--- src/tocx_ram.sv ---
// ----------------------------------------------------------------------------
// tocx_ram
// Generic single-write, single-read RAM with registered read data
// ----------------------------------------------------------------------------
module tocx_ram #(
   parameter int WIDTH = 32,
   parameter int DEPTH = 16
) (
   input  logic                                      clock,
   input  logic                                      wr_en,
   input  logic [((DEPTH > 1) ? $clog2(DEPTH) : 1)-1:0] wr_addr,
   input  logic [WIDTH-1:0]                          wr_data,
   input  logic                                      rd_en,
   input  logic [((DEPTH > 1) ? $clog2(DEPTH) : 1)-1:0] rd_addr,
   output logic [WIDTH-1:0]                          rd_data
);

   logic [WIDTH-1:0] mem_ff [DEPTH];
   logic [WIDTH-1:0] rd_data_ff;

   always_ff @(posedge clock) begin
      if (wr_en) begin
         mem_ff[wr_addr] <= wr_data;
      end
      if (rd_en) begin
         rd_data_ff <= mem_ff[rd_addr];
      end
   end

   assign rd_data = rd_data_ff;

endmodule

--- config.mk ---
export PLATFORM = sky130hd
export DESIGN_NAME = tocx_ram
export DESIGN_NICKNAME = d
export VERILOG_FILES = /design/src/tocx_ram.sv
export SDC_FILE = /design/constraint.sdc
export NUM_CORES = 1
export LEC_CHECK = 0
export BUFFER_PORTS_ARGS = -buffer_cell sky130_fd_sc_hd__buf_2
export CORE_MARGIN = 8
export CORE_UTILIZATION = 45
export DETAILED_ROUTE_END_ITERATION = 8
export GPL_TIMING_DRIVEN = 0
export PLACE_DENSITY_LB_ADDON = 0.15
export SLEW_MARGIN = 10
export SYNTH_ARGS = -nofsm -noshare
export SYNTH_HDL_FRONTEND = slang
export SYNTH_SLANG_ARGS = --single-unit
--- constraint.sdc ---
create_clock -name clock -period 4.63 [get_ports clock]
set_input_delay 0.2315 -clock clock [delete_from_list [all_inputs] [get_ports clock]]
set_output_delay 0.2315 -clock clock [all_outputs]
set_load 0.02 [all_outputs]
==> results of run 1 <==
report_power, final:
group          switching (mW)  internal, mW  leakage (nW)  total, mW
Combinational           0.332         0.215          1.82      0.546
Sequential             0.0239          5.55          4.94       5.57
Clock                    1.77          2.62         0.868       4.39
metrics by stage:
stage / power [mW] / TNS [ps] / util
2_1_floorplan: 5.97 / 0 / -
3_3_place_gp: 6.19 / -186880 / 0.481
4_1_cts: 10.6 / 0 / 0.539
5_1_grt: 10.8 / 0 / 0.539
3_5_place_dp: 6.22 / 0 / 0.494
6_report: 10.5 / 0 / 0.539
worst min path at each step:
stage,to,depth (start not counted)
finish,mem_ff[11][0],1
global route,mem_ff[1][25],1
CTS,mem_ff[4][18],1
detailed placement,mem_ff[12][28],1
global placement,mem_ff[14][30],1
floorplan,mem_ff[0][0],0
layout by cell type (no fill, tap or decap):
master,n
buf_4,20
or3b_2,1
clkinv_1,16
dlygate4sd3_1,20
buf_1,9
buf_16,4
nand3b_1,2
clkbuf_1,29
buf_2,76
clkinv_2,7
nor2_4,12
buf_12,9
buf_6,11
and2_1,1
nand2_1,33
nand2b_1,2
nor2b_1,2
nor2_1,1
bufinv_16,7
mux4_2,128
nand3_1,1
a22oi_1,64
nor3_2,4
edfxtp_1,544
clkbuf_16,57
flip-flops by register name (all words and copies together) (netlist names):
name	count
rd_data	32
mem_ff	512
critical path, stage by stage:
cell    delay, ps
buf_2         120
or3b_2        590
nor3_2        460
buf_4         310
buf_6         180
buf_4         190
final cells by class:
| type | instances | area share |
|---|---|---|
| clock buffers | 69 | 0.0618 |
| flip-flops and latches | 544 | 0.686 |
| clock inverters | 30 | 0.0128 |
| plain buffers | 43 | 0.00935 |
| multi-input cells | 251 | 0.156 |
| well taps | 592 | 0.0311 |
| repair buffers | 123 | 0.0428 |
cell families (layout without fill, tap and decap cells):
kind of cell,Yosys count,in the layout,share of synthesized area
compound gates,64,64,0.0238
buf+inv,43,265,0.0110
flops,544,544,0.810
mux,128,128,0.143
simple gates,59,59,0.0125
per-layer routing:
layer / global-route usage / vias to the layer above / part of all wire
li1: - / 3973 / -
met1: 0.246 / 4918 / 0.45
met2: 0.273 / 256 / 0.48
met3: 0.0311 / 65 / 0.053
met4: 0.0509 / 0 / 0.021
met5: 0 / - / 0
timing repair:
item / in CTS / in global routing
hold endpoints to repair: 288 / 0
hold buffers: 20 / 0
endpoints found under the setup margin: 0 / 0
==> results_dict.tcl, run 1 <==
set metrics [dict create \
    status "finished clean" \
    ys_seq_area_frac 0.810 \
    layout_setup_ws_ps 2830 \
    crit_arrival_ps 2090 \
    crit_type "input port to flip-flop" \
    nets 1060 \
    placed_area_um2 21800 \
    antenna_found_initial 0 \
    dp.cells 1533 \
    grt_first_pass_wirelength_um 66400 \
    cts_tree "done" \
    synthTopCellsByCount "edfxtp_1, mux4_2, a22oi_1, nand2_1, clkbuf_1" \
    hp-class "input port to flip-flop" \
    async_flop_share 0 \
    ant_nets 0 \
    hp-start "wr_data[0]" \
    r2r-end "rd_data[20]" \
    cts_buffers 54 \
    startpoint_type "input port" \
    cts-root-buf "clkbuf_16" \
    synth_area_um2 20200 \
    syn_inst 838 \
    start_util 0.456 \
    rrSetupSlack_ps 3080 \
    ctsResizeCount 0 \
    setup_viol 0 \
    synth_edf_count 544 \
    timing_hold_violations_final 0 \
    ys_ff_latch 544 \
    cts_buffer_depth 3 \
    numPortBuffers 72 \
    drt_wl_total_um 44800 \
    die_h_um 228 \
    ir_drop_v 0.000234 \
    clk_latency_ps 590 \
    drv_slew 0 \
    dr.first_iter.drc_count 688 \
    fmax_mhz 557 \
    gp_congestion 0.689 \
    cts.htree.levels 2 \
    num_antenna_cells 0 \
    row_count 77 \
    cts.clk_slew.worst_paths_ps 60 \
    crit_path_max_fanout 8 \
    coreArea_um2 44200 \
    fin_area_um2 23800 \
    whs_ps 30.4 \
    yosysTopAreaCellShare 0.810 \
    drive_above_1_share 0.317 \
    dp_hpwl_um 27600 \
    synth_most_common_cell "edfxtp_1" \
    ys_dominant_reg_cell "edfxtp_1" \
    relSlewSlack 0.296 \
    fin_crit_sh 0.388 \
    crit_required_ps 4920 \
    syn-mean-instance-area_um2 24.1 \
    die_x_um 228 \
    routedWlPerCell_um 27.1 \
    reg2reg_from "mem_ff[11][20]" \
    fin_crit_ps 1800 \
    maxCapViolCount 0 \
    register_area_um2 16300 \
    place_ws_ps 2190 \
    cp-end-kind "flip-flop" \
    fillerInstances 3358 \
    via_per_inst 5.58 \
    yosys.area.top_type "edfxtp_1" \
    yosysWarnings 0 \
    cts_setup_buffers 0 \
    gr-usage-all-layers 0.173 \
    drc 0 \
    overflow 0 \
    reg2reg_depth 3 \
    instances_no_fill 1652 \
    first_pass_iters 5 \
    leakage_nw 7.64 \
    grt_max_degree 33 \
    ys_types 17 \
    endpoint "mem_ff[0][8]" \
    syn2layout_area_growth_pct 18.1 \
    yosys-top-cells-area "edfxtp_1, mux4_2, a22oi_1" \
    crit_start "wr_addr[2]" \
    multi_input_area_um2 3730 \
    skew_ps 7.81 \
    clock-sinks 544 \
    worst_slew_pin_slew_ps 1060 \
    syn_nets 881 \
    grt_pass1_vias 9911 \
    num_vias 9212 \
    power_per_cell_area_nw_per_um2 441 \
    rsz0062_at_grt "no" \
    pin_count 75 \
    die_area_um2 51900 \
]
No activity file was read; power rests on OpenSTA's default activity.
==> run 2: changes to the inputs <==
Clock period 4.63 ns to 1.8 ns, I/O delays scaled along.
==> results_dict.tcl, run 2 (synthesis gave the netlist of run 1 again) <==
set metrics [dict create \
    status "finished clean" \
    cp_cell_sequence "mux4_2, a22oi_1, nand2_1" \
    ant_nets 0 \
    power_frac_clock 0.395 \
    leakage_nw 7.63 \
    worst_slew_pin_slew_ps 997 \
    fmax_mhz 631 \
    layout_setup_ws_ps 216 \
    power_per_cell_area_nw_per_um2 1090 \
    fin_crit_sh 0.880 \
    rsz0062_at_grt "no" \
    fillerInstances 3347 \
    first_pass_iters 5 \
    cp-end-kind "flip-flop" \
    nets 1068 \
    critPathTopFamily "multiplexers" \
    place_ws_ps -393 \
    die_x_um 228 \
    maxCapViolCount 0 \
    hold_buffers 32 \
    timing_hold_violations_final 0 \
    largest_reg_flops 512 \
    relSlewSlack 0.335 \
    register_area_um2 16300 \
    switching_power_mw 5.48 \
    gp_congestion 0.702 \
    fin_area_um2 23900 \
    overflow 0 \
    syn2layout_area_growth_pct 18.5 \
    grt_pass1_vias 9956 \
    fin_crit_ps 1580 \
    startpoint_type "flip-flop" \
    cpPeakStageDelay_ps 470 \
    seqPwrFrac 0.550 \
    cts.htree.levels 2 \
    drc 0 \
    coreArea_um2 44200 \
    final_common_cell "edfxtp_1" \
    gr-usage-all-layers 0.174 \
    drive_above_1_share 0.310 \
    switching_share 0.210 \
    pin_count 75 \
    skew_ps 18.7 \
    routedWlPerCell_um 27.0 \
    ir_drop_v 0.000637 \
    numPortBuffers 72 \
    setup_viol 0 \
    clock-sinks 544 \
    drv_slew 0 \
    cts_buffers 55 \
    antenna_found_initial 5 \
    multi_input_area_um2 3750 \
    dr.first_iter.drc_count 770 \
    hp-class "input port to flip-flop" \
    final_cell_mix "edfxtp_1, mux4_2, buf_2" \
    num_vias 9357 \
    die_area_um2 51900 \
    crit_type "flip-flop to flip-flop" \
    grt_max_degree 33 \
    internal-power_mw 20.6 \
    clk_latency_ps 600 \
    cts_buffer_depth 3 \
    crit_arrival_ps 1900 \
    start_util 0.456 \
    ctsResizeCount 0 \
    grt_first_pass_wirelength_um 66900 \
    crit_path_max_fanout 1 \
    die_h_um 228 \
    slowest_stage "mux4_2" \
    cts-root-buf "clkbuf_16" \
    num_antenna_cells 0 \
    row_count 77 \
    placed_area_um2 22000 \
    cts_setup_buffers 0 \
    whs_ps 75.6 \
    regMostFlops "mem_ff" \
    dp_hpwl_um 28200 \
    cts.clk_slew.worst_paths_ps 60 \
    critical_path_buf_inv_count 0 \
    combPwrFrac 0.055 \
    drt_wl_total_um 44900 \
    crit_required_ps 2120 \
    cts_tree "done" \
    via_per_inst 5.63 \
]
run 2: cell count changes in the layout (fill, tap and decap cells not counted), moves of 3 or more:
cell and delta:
dlygate4sd3_1 +12, buf_4 -9, buf_6 -8, buf_16 +7, bufinv_16 -6, buf_8 +5, nor3_2 -4, nor3_4 +4
clkinvlp_4 +3, inv_6 +3
run 2: area by class of cell:
type / instances / share of cell area
multi-input combinational: 251 / 0.157
buffer: 43 / 0.00931
clock inverter: 32 / 0.00769
sequential: 544 / 0.683
clock buffer: 69 / 0.0597
timing repair buffer: 130 / 0.0523
tap: 592 / 0.0310
run 2: final timing paths:
| path | startpoint | to | slack, ps | depth (start not counted) |
|---|---|---|---|---|
| worst max-delay path | mem_ff[11][20] | rd_data[20] | 220 | 3 |
| worst min-delay path | wr_addr[1] | mem_ff[4][24] | 80 | 2 |
| worst max register to register | mem_ff[11][20] | rd_data[20] | 220 | 3 |
| worst min register to register | mem_ff[14][4] | rd_data[4] | 740 | 3 |
run 2: power groups by stage:
stage / Sequential [mW] / Combinational (mW) / Clock, mW
2_1_floorplan: 14.7 / 0.685 / 0
3_3_place_gp: 14.6 / 1.34 / 0
3_5_place_dp: 14.6 / 1.42 / 0
4_1_cts: 14.3 / 1.48 / 10.5
5_1_grt: 14.4 / 1.55 / 11.0
6_report: 14.3 / 1.44 / 10.3
run 2: layer usage:
| layer | wire [um] | part of all wire | vias up | GRT usage |
|---|---|---|---|---|
| met4 | 826 | 0.018 | 8 | 0.0448 |
| met1 | 20000 | 0.44 | 5027 | 0.244 |
| li1 | - | - | 3988 | - |
| met2 | 21600 | 0.48 | 264 | 0.280 |
| met5 | 51 | 0.0011 | - | 0 |
| met3 | 2450 | 0.055 | 70 | 0.0331 |
run 2: stage by stage:
stage / util / std cells / power (mW) / TNS [ps]
5_1_grt: 0.541 / 1661 / 26.9 / 0
3_5_place_dp: 0.497 / 1528 / 16.0 / -39840
3_3_place_gp: 0.482 / 1502 / 15.9 / -944110
4_1_cts: 0.541 / 1661 / 26.3 / 0
2_1_floorplan: - / 838 / 15.4 / -99570
6_report: 0.541 / 1661 / 26.1 / 0
==> run 3: changes to the inputs <==
Settings changed: CTS_BUF_LIST set to sky130_fd_sc_hd__clkbuf_8, RECOVER_POWER set to 25.
==> results_dict.tcl, run 3 (synthesis gave the netlist of run 1 again) <==
set metrics [dict create \
    drt_wl_total_um 45500 \
    cts-root-buf "clkbuf_8" \
    slowest_stage "nor3_4" \
    drive_above_1_share 0.295 \
    coreArea_um2 44200 \
    crit_path_max_fanout 13 \
    cp_common_cell "buf_16" \
    die_area_um2 51900 \
    cts_buffers 88 \
    grt_max_degree 33 \
    numPortBuffers 72 \
    timing_hold_violations_final 0 \
    routedWlPerCell_um 26.5 \
    start_util 0.456 \
    ir_drop_v 0.000523 \
    cpPeakStageDelay_ps 750 \
    whs_ps 124 \
    dr.first_iter.drc_count 639 \
    drc 0 \
    tns_ps 0 \
    cp_cell_sequence "buf_2, dlygate4sd3_1, nor3_4, buf_16, buf_16" \
    power_per_cell_area_nw_per_um2 1060 \
    cts.htree.levels 3 \
    via_per_inst 5.54 \
    largest_reg_flops 512 \
    overflow 0 \
    maxCapViolCount 0 \
    pin_count 75 \
    die_h_um 228 \
    crit_required_ps 2130 \
    regMostFlops "mem_ff" \
    fin_crit_sh 0.917 \
    skew_ps 29.7 \
    final_cell_mix "edfxtp_1, mux4_2, clkbuf_8" \
    power.total_mw 25.2 \
    gr-usage-all-layers 0.176 \
    fmax_mhz 606 \
    antenna_found_initial 5 \
    cts_tree "done" \
    drv_slew 0 \
    syn2layout_area_growth_pct 18.2 \
    leakage_nw 7.67 \
    rsz0062_at_grt "no" \
    grt_first_pass_wirelength_um 67700 \
    num_vias 9532 \
    nets 1105 \
    crit_type "input port to flip-flop" \
    first_pass_iters 5 \
    startpoint_type "input port" \
    fin_crit_ps 1650 \
    grt_pass1_vias 10300 \
    gp_congestion 0.702 \
    relSlewSlack 0.332 \
    status "finished clean" \
    setup_viol 0 \
    utilization 0.539 \
    ctsResizeCount 0 \
    hp-class "input port to flip-flop" \
    cts_setup_buffers 0 \
    clock-sinks 544 \
    die_x_um 228 \
    worst_slew_pin_slew_ps 1000 \
    final_common_cell "edfxtp_1" \
    cp-end-kind "flip-flop" \
    ant_nets 0 \
    cts_buffer_depth 3 \
    row_count 77 \
    dp_hpwl_um 28200 \
    clk_latency_ps 640 \
    crit_arrival_ps 1980 \
    cts.clk_slew.worst_paths_ps 60 \
]
==> run 3: changes by cell type in the layout (fill, tap and decap cells not counted), sizes merged <==
cell,before,now
clkinv,25,32
clkinvlp,3,2
buf,124,97
clkbuf,86,134
inv,3,30
diode,0,1
dlygate4sd3,32,36
==> run 3: power breakdown <==
group	total [mW]	switching, mW	internal, mW
sequential	14.3	0.0610	14.3
combinational	1.44	0.862	0.576
clock	9.44	4.66	4.78
==> run 3: stage by stage <==
| step | setup slack [ps] | instances | cell area [um2] |
|---|---|---|---|
| 2_1_floorplan | -318 | 838 | 20200 |
| 3_3_place_gp | -2360 | 1502 | 21300 |
| 3_5_place_dp | -393 | 1528 | 22000 |
| 4_1_cts | 179 | 1719 | 23900 |
| 5_1_grt | 79.3 | 1719 | 23900 |
| 6_report | 150 | 1720 | 23900 |
==> run 3: area by class of cell <==
class,instances,area [um2]
fill,3419,20400
sequential,544,16300
multi-input combinational,251,3750
timing repair buffer,134,1260
clock buffer,90,1240
tap,592,741
clock inverter,65,303
buffer,43,223
antenna,1,2.50
==> run 3: what timing repair did <==
| item | 4_1_cts | 5_1_grt |
|---|---|---|
| endpoints found under the setup margin | 0 | 0 |
| hold buffers | 36 | 0 |
| hold endpoints to repair | 524 | 0 |
==> run 3: worst paths after layout <==
kind                                startpoint  slack [ps]  cells past startpoint            end
worst min register to register   mem_ff[14][4]         740                      3     rd_data[4]
worst max register to register  mem_ff[10][19]         230                      3    rd_data[19]
worst min-delay path                wr_addr[2]         120                      3  mem_ff[0][31]
worst max-delay path                wr_addr[1]         150                      5   mem_ff[0][9]
==> run 3: routing by layer <==
metal / up-vias / GRT usage / routed length (um)
met1: 5062 / 0.243 / 19800
li1: 4083 / - / -
met3: 66 / 0.0431 / 3150
met5: - / 0 / 54
met4: 8 / 0.0466 / 659
met2: 313 / 0.280 / 21900
==> run 3: critical path: cells and delay by family <==
family        cells  cell delay (ps)
simple gates      1              750
buf+inv           4             1110
